--- config.mk ---
export PLATFORM = sky130hd
export DESIGN_NAME = lonely_runner_exact_gap_unit
export DESIGN_NICKNAME = d
export VERILOG_FILES = /design/src/hdl/lrg_pkg.sv /design/src/hdl/lonely_runner_exact_gap_unit.sv /design/src/hdl/lrg_gcd.sv /design/src/hdl/lrg_div.sv
export SDC_FILE = /design/constraint.sdc
export NUM_CORES = 2
export LEC_CHECK = 0
export BUFFER_PORTS_ARGS = -buffer_cell sky130_fd_sc_hd__buf_2
export CAP_MARGIN = 20
export CORE_MARGIN = 4
export CORE_UTILIZATION = 59
export CTS_CLUSTER_DIAMETER = 200
export DETAILED_ROUTE_END_ITERATION = 8
export GPL_ROUTABILITY_DRIVEN = 0
export GPL_TIMING_DRIVEN = 0
export PLACE_DENSITY = 0.83
export SYNTH_ARGS = -nofsm -noshare
export SYNTH_HDL_FRONTEND = slang
export SYNTH_SLANG_ARGS = --single-unit
--- constraint.sdc ---
create_clock -name clk -period 14.95 [get_ports clk]
set_clock_uncertainty 0.1 [all_clocks]
set_input_delay 0.7475 -clock clk [delete_from_list [all_inputs] [get_ports clk]]
set_output_delay 0.7475 -clock clk [all_outputs]
set_load 0.1 [all_outputs]
--- src/hdl/lrg_pkg.sv ---
// Shared types and constants for the lonely runner exact gap block.
// Depends on nothing; every other file of the block imports it.
`timescale 1ns / 1ps
package lrg_pkg;

	localparam int unsigned MAX_SPEEDS_DEF = 9;
	localparam int unsigned MAX_DENOM_DEF  = 256;
	localparam int unsigned SPEED_W        = 8;
	localparam int unsigned THETA_W        = 16;
	localparam int unsigned GAP_NUM_W      = 8;
	localparam int unsigned GAP_DEN_W      = 9;
	localparam int unsigned COUNT_OUT_W    = 4;

	typedef enum logic [1:0] {
		STAT_SKIP    = 2'd0,
		STAT_MEETS   = 2'd1,
		STAT_BELOW   = 2'd2,
		STAT_COUNTER = 2'd3
	} status_t;

	typedef enum logic {
		REG_THETA_NUM = 1'b0,
		REG_THETA_DEN = 1'b1
	} cfg_reg_t;

	typedef struct packed {
		logic [SPEED_W-1:0] speed;
		logic               last_speed;
	} lrg_in_t;

	typedef struct packed {
		status_t                status;
		logic [GAP_NUM_W-1:0]   gap_num;
		logic [GAP_DEN_W-1:0]   gap_den;
		logic [COUNT_OUT_W-1:0] runner_count;
	} lrg_out_t;

	typedef struct packed {
		logic busy;
		logic done;
	} unit_stat_t;

	typedef enum logic [3:0] {
		S_IDLE,
		S_PGCD,
		S_LGCD,
		S_MOD_GO,
		S_MOD_WAIT,
		S_PAIR,
		S_EVAL_MUL,
		S_EVAL_CMP,
		S_RED_GO,
		S_RED_GCD,
		S_RED_NUM,
		S_RED_DEN,
		S_CMP_MUL,
		S_CMP,
		S_EMIT
	} state_t;

endpackage

--- src/hdl/lonely_runner_exact_gap_unit.sv ---
// Lonely runner exact gap unit: collects a speed set and finds its exact maximal minimum gap.
// Sequence: a non-last item runs one prefix gcd pass, unless the set is full and it is dropped;
// a closing item runs the gcd; if it is 1, each denominator d gets a residue setup (one
// division per speed) and a scan of c up to d/2, then a reduction gcd, two divisions and
// the theta compare follow (divisions at the denominator width, 9 bits by default).
// One item at a time: item_stall holds new items off while the unit is not idle.
// Reset: asynchronous, active low; clears control state and sets theta to 1/4.
`timescale 1ns / 1ps
module lonely_runner_exact_gap_unit #(
	parameter int unsigned MAX_SPEEDS = lrg_pkg::MAX_SPEEDS_DEF,
	parameter int unsigned MAX_DENOM  = lrg_pkg::MAX_DENOM_DEF
) (
	input  logic                            clk,
	input  logic                            arst_n,
	input  logic                            item_valid,
	output logic                            item_stall,
	input  lrg_pkg::lrg_in_t                item,
	output logic                            result_valid,
	input  logic                            result_stall,
	output lrg_pkg::lrg_out_t               result,
	input  logic                            cfg_we,
	input  lrg_pkg::cfg_reg_t               cfg_idx,
	input  logic [lrg_pkg::THETA_W-1:0]     cfg_wdata
);
	import lrg_pkg::*;

	// Denominator width: wide enough for MAX_DENOM and for 2m with an 8-bit speed.
	localparam int unsigned DW = ($clog2(MAX_DENOM + 1) > 9) ? $clog2(MAX_DENOM + 1) : 9;
	localparam int unsigned IW = (MAX_SPEEDS > 1) ? $clog2(MAX_SPEEDS) : 1;
	localparam int unsigned CW = $clog2(MAX_SPEEDS + 1);

	state_t state_q, state_d;

	// Configuration registers.
	logic [THETA_W-1:0] theta_num_q;
	logic [THETA_W-1:0] theta_den_q;

	// Set collection.
	logic [SPEED_W-1:0] speed_q [MAX_SPEEDS];
	logic [CW-1:0]      count_q;
	logic [SPEED_W-1:0] prefix_q;
	logic [CW-1:0]      k_q;

	// Search state.
	logic [DW-1:0] mod_q [MAX_SPEEDS];
	logic [DW-1:0] res_q [MAX_SPEEDS];
	logic [IW-1:0] i_q;
	logic [DW-1:0] d_q;
	logic [DW-1:0] dmax_q;
	logic [DW-1:0] c_q;
	logic [DW-1:0] mn_q;
	logic [DW-1:0] best_num_q;
	logic [DW-1:0] best_den_q;
	logic [2*DW-1:0] prod_a_q;
	logic [2*DW-1:0] prod_b_q;

	// Reduction and classification.
	logic [DW-1:0]         g_q;
	logic [DW-1:0]         pn_q;
	logic [DW-1:0]         pd_q;
	logic [DW+THETA_W-1:0] pt_a_q;
	logic [DW+THETA_W-1:0] pt_b_q;
	logic [DW+CW:0]        pk_q;
	status_t               status_q;

	logic     result_valid_q;
	lrg_out_t result_q;

	// Shared units.
	logic          gcd_start;
	logic [DW-1:0] gcd_a;
	logic [DW-1:0] gcd_b;
	unit_stat_t    gcd_stat;
	logic [DW-1:0] gcd_res;
	logic          div_start;
	logic [DW-1:0] div_dvd;
	logic [DW-1:0] div_dvs;
	unit_stat_t    div_stat;
	logic [DW-1:0] div_quo;
	logic [DW-1:0] div_rem;

	lrg_gcd #(.W(DW)) u_gcd (
		.clk    (clk),
		.arst_n (arst_n),
		.start  (gcd_start),
		.a      (gcd_a),
		.b      (gcd_b),
		.stat   (gcd_stat),
		.result (gcd_res)
	);

	lrg_div #(.W(DW)) u_div (
		.clk       (clk),
		.arst_n    (arst_n),
		.start     (div_start),
		.dividend  (div_dvd),
		.divisor   (div_dvs),
		.stat      (div_stat),
		.quotient  (div_quo),
		.remainder (div_rem)
	);

	logic          accept;
	logic          emit;
	logic          i_last;
	logic          c_last;
	logic [DW-1:0] twom;
	logic [DW:0]   r_sum;
	logic [DW:0]   r_red;
	logic [DW-1:0] r_new;
	logic [DW-1:0] r_cmp;
	logic [DW-1:0] r_near;
	logic [DW-1:0] mn_new;

	assign accept = item_valid && !item_stall;
	assign emit   = (state_q == S_EMIT) && (!result_valid_q || !result_stall);
	assign i_last = CW'(i_q) == (k_q - 1'b1);
	assign c_last = c_q == (d_q >> 1);
	assign twom   = DW'({item.speed, 1'b0});

	// One step of the scan: advance the residue of speed i by its step and fold its
	// circular distance into the running minimum for this fraction.
	assign r_sum  = {1'b0, res_q[i_q]} + {1'b0, mod_q[i_q]};
	assign r_red  = (r_sum >= {1'b0, d_q}) ? (r_sum - {1'b0, d_q}) : r_sum;
	assign r_new  = r_red[DW-1:0];
	assign r_cmp  = d_q - r_new;
	assign r_near = (r_new <= r_cmp) ? r_new : r_cmp;
	assign mn_new = (r_near < mn_q) ? r_near : mn_q;

	always_ff @(posedge clk or negedge arst_n) begin
		if (!arst_n) begin
			state_q <= S_IDLE;
		end else begin
			state_q <= state_d;
		end
	end

	// Sequencer: next state and the start strobes of the shared units.
	always_comb begin
		state_d   = state_q;
		gcd_start = 1'b0;
		gcd_a     = best_num_q;
		gcd_b     = best_den_q;
		div_start = 1'b0;
		div_dvd   = {{(DW - SPEED_W){1'b0}}, speed_q[i_q]};
		div_dvs   = d_q;
		unique case (state_q)
			S_IDLE: begin
				gcd_a = {{(DW - SPEED_W){1'b0}}, prefix_q};
				gcd_b = {{(DW - SPEED_W){1'b0}}, item.speed};
				if (accept) begin
					if (item.last_speed) begin
						gcd_start = 1'b1;
						state_d   = S_LGCD;
					end else if (count_q < CW'(MAX_SPEEDS - 1)) begin
						gcd_start = 1'b1;
						state_d   = S_PGCD;
					end
				end
			end
			S_PGCD: begin
				if (gcd_stat.done) begin
					state_d = S_IDLE;
				end
			end
			S_LGCD: begin
				if (gcd_stat.done) begin
					if (gcd_res != DW'(1)) begin
						state_d = S_EMIT;
					end else if (dmax_q < DW'(2)) begin
						state_d = S_RED_GO;
					end else begin
						state_d = S_MOD_GO;
					end
				end
			end
			S_MOD_GO: begin
				div_start = 1'b1;
				state_d   = S_MOD_WAIT;
			end
			S_MOD_WAIT: begin
				if (div_stat.done) begin
					state_d = i_last ? S_PAIR : S_MOD_GO;
				end
			end
			S_PAIR: begin
				if (i_last) begin
					state_d = S_EVAL_MUL;
				end
			end
			S_EVAL_MUL: begin
				state_d = S_EVAL_CMP;
			end
			S_EVAL_CMP: begin
				if (!c_last) begin
					state_d = S_PAIR;
				end else if (d_q == dmax_q) begin
					state_d = S_RED_GO;
				end else begin
					state_d = S_MOD_GO;
				end
			end
			S_RED_GO: begin
				gcd_start = 1'b1;
				state_d   = S_RED_GCD;
			end
			S_RED_GCD: begin
				div_dvd = best_num_q;
				div_dvs = gcd_res;
				if (gcd_stat.done) begin
					div_start = 1'b1;
					state_d   = S_RED_NUM;
				end
			end
			S_RED_NUM: begin
				div_dvd = best_den_q;
				div_dvs = g_q;
				if (div_stat.done) begin
					div_start = 1'b1;
					state_d   = S_RED_DEN;
				end
			end
			S_RED_DEN: begin
				if (div_stat.done) begin
					state_d = S_CMP_MUL;
				end
			end
			S_CMP_MUL: begin
				state_d = S_CMP;
			end
			S_CMP: begin
				state_d = S_EMIT;
			end
			S_EMIT: begin
				if (emit) begin
					state_d = S_IDLE;
				end
			end
			default: begin
				state_d = S_IDLE;
			end
		endcase
	end

	// Control registers with reset: set bookkeeping, thresholds and the result flag.
	always_ff @(posedge clk or negedge arst_n) begin
		if (!arst_n) begin
			count_q        <= '0;
			prefix_q       <= '0;
			theta_num_q    <= THETA_W'(1);
			theta_den_q    <= THETA_W'(4);
			result_valid_q <= 1'b0;
		end else begin
			if (cfg_we) begin
				unique case (cfg_idx)
					REG_THETA_NUM: theta_num_q <= cfg_wdata;
					REG_THETA_DEN: theta_den_q <= cfg_wdata;
					default: ;
				endcase
			end
			if (accept && !item.last_speed && (count_q < CW'(MAX_SPEEDS - 1))) begin
				count_q <= count_q + 1'b1;
			end
			if (state_q == S_PGCD && gcd_stat.done) begin
				prefix_q <= gcd_res[SPEED_W-1:0];
			end
			if (emit) begin
				count_q        <= '0;
				prefix_q       <= '0;
				result_valid_q <= 1'b1;
			end else if (result_valid_q && !result_stall) begin
				result_valid_q <= 1'b0;
			end
		end
	end

	// Datapath registers.
	always_ff @(posedge clk) begin
		if (accept) begin
			if (item.last_speed) begin
				speed_q[count_q[IW-1:0]] <= item.speed;
				k_q                      <= count_q + 1'b1;
				dmax_q <= (twom > DW'(MAX_DENOM)) ? DW'(MAX_DENOM) : twom;
			end else if (count_q < CW'(MAX_SPEEDS - 1)) begin
				speed_q[count_q[IW-1:0]] <= item.speed;
			end
		end
		case (state_q)
			S_LGCD: begin
				best_num_q <= '0;
				best_den_q <= DW'(1);
				d_q        <= DW'(2);
				i_q        <= '0;
				status_q   <= STAT_SKIP;
				pn_q       <= '0;
				pd_q       <= DW'(1);
			end
			S_MOD_WAIT: begin
				if (div_stat.done) begin
					mod_q[i_q] <= div_rem;
					res_q[i_q] <= '0;
					if (i_last) begin
						i_q  <= '0;
						c_q  <= DW'(1);
						mn_q <= d_q;
					end else begin
						i_q <= i_q + 1'b1;
					end
				end
			end
			S_PAIR: begin
				res_q[i_q] <= r_new;
				mn_q       <= mn_new;
				i_q        <= i_q + 1'b1;
			end
			S_EVAL_MUL: begin
				prod_a_q <= mn_q * best_den_q;
				prod_b_q <= best_num_q * d_q;
			end
			S_EVAL_CMP: begin
				if (prod_a_q > prod_b_q) begin
					best_num_q <= mn_q;
					best_den_q <= d_q;
				end
				i_q <= '0;
				if (!c_last) begin
					c_q  <= c_q + 1'b1;
					mn_q <= d_q;
				end else begin
					d_q <= d_q + 1'b1;
				end
			end
			S_RED_GCD: begin
				g_q <= gcd_res;
			end
			S_RED_NUM: begin
				if (div_stat.done) begin
					pn_q <= div_quo;
				end
			end
			S_RED_DEN: begin
				if (div_stat.done) begin
					pd_q <= div_quo;
				end
			end
			S_CMP_MUL: begin
				pt_a_q <= pn_q * theta_den_q;
				pt_b_q <= theta_num_q * pd_q;
				pk_q   <= pn_q * ({1'b0, k_q} + 1'b1);
			end
			S_CMP: begin
				if (pt_a_q >= pt_b_q) begin
					status_q <= STAT_MEETS;
				end else if (pk_q < (DW + CW + 1)'(pd_q)) begin
					status_q <= STAT_COUNTER;
				end else begin
					status_q <= STAT_BELOW;
				end
			end
			default: ;
		endcase
		if (emit) begin
			result_q.status       <= status_q;
			result_q.gap_num      <= pn_q[GAP_NUM_W-1:0];
			result_q.gap_den      <= pd_q[GAP_DEN_W-1:0];
			result_q.runner_count <= COUNT_OUT_W'(k_q);
		end
	end

	assign item_stall   = state_q != S_IDLE;
	assign result_valid = result_valid_q;
	assign result       = result_q;

	// The gcd unit and the divider are never used at once.
	assert property (@(posedge clk) disable iff (!arst_n)
		!(gcd_stat.busy && div_stat.busy))
		else $error("gcd unit and divider busy together");

	// The scanned denominator stays within its bounds while the residues are worked.
	assert property (@(posedge clk) disable iff (!arst_n)
		(state_q == S_PAIR || state_q == S_MOD_GO) |-> (d_q >= DW'(2) && d_q <= dmax_q))
		else $error("denominator out of range during scan");

	// The best gap never exceeds one half.
	assert property (@(posedge clk) disable iff (!arst_n)
		(state_q == S_RED_GO) |-> ({best_num_q, 1'b0} <= {1'b0, best_den_q}))
		else $error("best gap above one half");

	// A skipped set always reports the gap 0/1.
	assert property (@(posedge clk) disable iff (!arst_n)
		(result_valid && result.status == STAT_SKIP) |->
			(result.gap_num == '0 && result.gap_den == GAP_DEN_W'(1)))
		else $error("skipped set with a nonzero gap");

endmodule

--- src/hdl/lrg_gcd.sv ---
// Iterative subtractive gcd unit, one compare and subtract per cycle.
// Depends on lrg_pkg for the unit status type.
`timescale 1ns / 1ps
module lrg_gcd #(
	parameter int unsigned W = 9
) (
	input  logic                clk,
	input  logic                arst_n,
	input  logic                start,
	input  logic [W-1:0]        a,
	input  logic [W-1:0]        b,
	output lrg_pkg::unit_stat_t stat,
	output logic [W-1:0]        result
);
	import lrg_pkg::*;

	logic         busy_q;
	logic         done_q;
	logic [W-1:0] a_q;
	logic [W-1:0] b_q;
	logic [W-1:0] res_q;
	logic         finish;

	assign finish = busy_q && !start && ((a_q == '0) || (b_q == '0));

	always_ff @(posedge clk or negedge arst_n) begin
		if (!arst_n) begin
			busy_q <= 1'b0;
			done_q <= 1'b0;
		end else begin
			done_q <= finish;
			if (start) begin
				busy_q <= 1'b1;
			end else if (finish) begin
				busy_q <= 1'b0;
			end
		end
	end

	always_ff @(posedge clk) begin
		if (start) begin
			a_q <= a;
			b_q <= b;
		end else if (busy_q) begin
			if (a_q == '0) begin
				res_q <= b_q;
			end else if (b_q == '0) begin
				res_q <= a_q;
			end else if (a_q >= b_q) begin
				a_q <= a_q - b_q;
			end else begin
				b_q <= b_q - a_q;
			end
		end
	end

	assign stat.busy = busy_q;
	assign stat.done = done_q;
	assign result    = res_q;

endmodule

--- src/hdl/lrg_div.sv ---
// Restoring divider, one quotient bit per cycle.
// Depends on lrg_pkg for the unit status type. The divisor must be nonzero.
`timescale 1ns / 1ps
module lrg_div #(
	parameter int unsigned W = 9
) (
	input  logic                clk,
	input  logic                arst_n,
	input  logic                start,
	input  logic [W-1:0]        dividend,
	input  logic [W-1:0]        divisor,
	output lrg_pkg::unit_stat_t stat,
	output logic [W-1:0]        quotient,
	output logic [W-1:0]        remainder
);
	import lrg_pkg::*;

	localparam int unsigned CNT_W = $clog2(W + 1);

	logic             busy_q;
	logic             done_q;
	logic [CNT_W-1:0] cnt_q;
	logic [W-1:0]     quo_q;
	logic [W-1:0]     rem_q;
	logic [W-1:0]     dvs_q;
	logic [W:0]       trial;
	logic [W:0]       diff;
	logic             ge;

	assign trial = {rem_q, quo_q[W-1]};
	assign ge    = trial >= {1'b0, dvs_q};
	assign diff  = trial - {1'b0, dvs_q};

	always_ff @(posedge clk or negedge arst_n) begin
		if (!arst_n) begin
			busy_q <= 1'b0;
			done_q <= 1'b0;
			cnt_q  <= '0;
		end else begin
			done_q <= 1'b0;
			if (start) begin
				busy_q <= 1'b1;
				cnt_q  <= CNT_W'(W);
			end else if (busy_q) begin
				cnt_q <= cnt_q - 1'b1;
				if (cnt_q == CNT_W'(1)) begin
					busy_q <= 1'b0;
					done_q <= 1'b1;
				end
			end
		end
	end

	always_ff @(posedge clk) begin
		if (start) begin
			quo_q <= dividend;
			dvs_q <= divisor;
			rem_q <= '0;
		end else if (busy_q) begin
			rem_q <= ge ? diff[W-1:0] : trial[W-1:0];
			quo_q <= {quo_q[W-2:0], ge};
		end
	end

	assign stat.busy = busy_q;
	assign stat.done = done_q;
	assign quotient  = quo_q;
	assign remainder = rem_q;

endmodule
==> results_dict.tcl <==
set metrics [dict create \
    insertion_delay_ns 0.66 \
    required_ns 15.13 \
    grt_pass1_wl_um 160000 \
    cts_hold_buf 0 \
    critPathKind "flop to flop" \
    grt_pass1_vias 29608 \
    utilization_pct 64.8 \
    synth_cells 3696 \
    syn_to_final_growth_pct 8.58 \
    avgRoutedWirePerCell_um 20.8 \
    fill_cells 5029 \
    hp-class "primary input to asynchronous set/reset pin" \
    syn-cell-area_sq_um 41000 \
    routed.top_layer "met4" \
    gr-total-overflow 0 \
    tightestPinTransition_ns 1.11 \
    post_cts.repair.setup_buffers 0 \
    max_cap_viol_count 0 \
    finalHoldViolations 0 \
    synth-async-reset-ratio_pct 10.1 \
    status "complete, no violations" \
    path_clk_slew_ns 0.06 \
    placementRows 96 \
    ctsResizeCount 0 \
    ys_types 83 \
    cts_root_buf "clkbuf_16" \
    io_buffers 55 \
    fin_setup_tns_ns 0 \
    maxSlewViolCount 0 \
    period_needed_ns 12.32 \
    num_io_pins 56 \
    synth-seq-area-share_pct 40.1 \
    dr.first_iter.drc_count 2766 \
    max_freq_mhz 81.2 \
    cp.arrival_ns 12.50 \
    cp_max_fo 10 \
    coreArea_sq_um 68700 \
    antenna_left 0 \
    max_slew_margin_pct 26.1 \
    rsz0062_at_grt "false" \
    cts_tree "done" \
    drive_gt1_share_pct 7.50 \
    numCtsBuffers 57 \
    drt-total-wl_um 100000 \
    yosys_register_bits 562 \
    initial_core_util_pct 59.7 \
    firstDrtPassIters 6 \
    ctsHtreeMaxLevel 2 \
    synthFlopType "edfxtp_1" \
    viasPerCell 5.94 \
    cts_max_path_buffers 3 \
    crit_path_end_kind "flop" \
    cp_common_cell "o21ai_0" \
    wl_met3_um 8980 \
    die_area_sq_um 73800 \
    synth_edf_count 492 \
    die_h_um 272 \
    nets 4495 \
    yosys_warnings 0 \
    drc_errors 0 \
    clock-sinks 562 \
    antenna_found_initial 1 \
    setup_viol 0 \
    met1_length_um 36900 \
    crit_slowest_cell "buf_1" \
    grt_usage_pct 27.5 \
    route.met2.wl_um 49000 \
    vias 28498 \
    die_w_um 272 \
    final.period_utilization_pct 82.4 \
    startpoint_type "flop" \
    dpl.hpwl_um 74300 \
    grt_max_degree 58 \
    slowest_delay_ns 0.74 \
    syn_nets 4372 \
    avgSynthCellArea_sq_um 11.1 \
]
-- per-layer routing --
layer | vias to the layer above | global-route usage, %
li1 | 12623 | -
met1 | 13979 | 34.6
met2 | 1532 | 47.1
met3 | 364 | 4.48
met4 | 0 | 12.5
met5 | - | 0
-- critical path: cells and delay by family (launching register included) --
family	cells	cell delay, ns
flops	1	0.31
mux	2	0.75
fa+ha+maj	6	2.00
compound gates	20	5.12
simple gates	9	0.95
xor+xnor	3	0.46
buf+inv	6	2.21
-- cells by family after synthesis --
| family | Yosys count | share of synthesized area [%] |
|---|---|---|
| flip-flops | 562 | 40.1 |
| XOR/XNOR | 151 | 3.24 |
| buffers and inverters | 675 | 6.22 |
| AND/OR/NAND/NOR | 1086 | 12.7 |
| AO/OA/AOI/OAI | 428 | 6.72 |
| adder cells (fa/ha/maj) | 646 | 25.6 |
| multiplexers | 148 | 5.39 |
-- flip-flops by register name, indices dropped and copies added (netlist names), 14 cells and up, named ones only --
signal       cells
mod_q           81
pk_q            14
prod_a_q        18
prod_b_q        18
pt_a_q          25
pt_b_q          25
res_q           81
result          23
speed_q         72
theta_den_q     16
theta_num_q     16
-- final cells by class --
type,count,area [sq um],share of cell area [%]
Clock inverter,37,434,0.975
Timing Repair Buffer,64,398,0.893
Clock buffer,71,1500,3.37
Buffer,170,658,1.48
Inverter,505,1900,4.26
Sequential cell,562,16500,37.0
Tap cell,931,1160,2.62
Multi-Input combinational cell,2459,22000,49.5
Antenna cell,1,2.50,0.00562
-- through the flow --
step | worst slack [ns] | cell area, sq um | cells | hold WS [ns]
6_report | 2.63 | 44500 | 4800 | 0.0542
5_1_grt | 1.73 | 44500 | 4799 | 0.115
4_1_cts | 2.65 | 44500 | 4799 | 0.0976
3_5_place_dp | 2.72 | 42600 | 4691 | 0.317
3_3_place_gp | 2.88 | 42500 | 4682 | 0.305
2_1_floorplan | 4.73 | 41000 | 3696 | 0.300
-- cell usage in the layout, fill, tap and decap left out, types with 106 or more instances in the layout --
cell type / Yosys / layout
xnor2_1: 106 / 106
nand2_1: 433 / 433
fa_1: 324 / 324
nor2_1: 192 / 191
edfxtp_1: 492 / 492
ha_1: 321 / 321
clkbuf_1: 156 / 167
inv_1: 504 / 504
and2_1: 233 / 233
a21oi_1: 110 / 110
-- cell usage after synthesis, types with 37 or more instances --
master | instances | area, sq um
a21o_1 | 54 | 405
a21oi_1 | 110 | 551
and2_1 | 233 | 1460
clkbuf_1 | 156 | 586
dfrtp_1 | 55 | 1380
edfxtp_1 | 492 | 14800
fa_1 | 324 | 6490
ha_1 | 321 | 4020
inv_1 | 504 | 1890
mux2_2 | 37 | 417
mux2i_1 | 54 | 541
mux4_2 | 52 | 1170
nand2_1 | 433 | 1630
nor2_1 | 192 | 721
nor2b_1 | 49 | 307
o21ai_0 | 97 | 485
xnor2_1 | 106 | 928
xor2_1 | 44 | 385
-- worst paths after layout --
kind	startpoint	endpoint	slack [ns]	depth (start not counted)
worst max register to register	flop	mn_q[8]	2.63	46
min in group clk	cfg_wdata[2]	theta_num_q[2]	0.25	2
worst min register to register	status_q[0]	result[21]	0.33	0
worst min-delay path	arst_n	count_q[1]	0.05	1
worst max-delay path	flop	mn_q[8]	2.63	46
max in group asynchronous	arst_n	theta_num_q[8]	13.96	1
Power is not shown: default switching activity piles up to over one toggle a cycle in this logic, so the estimate is an artifact.
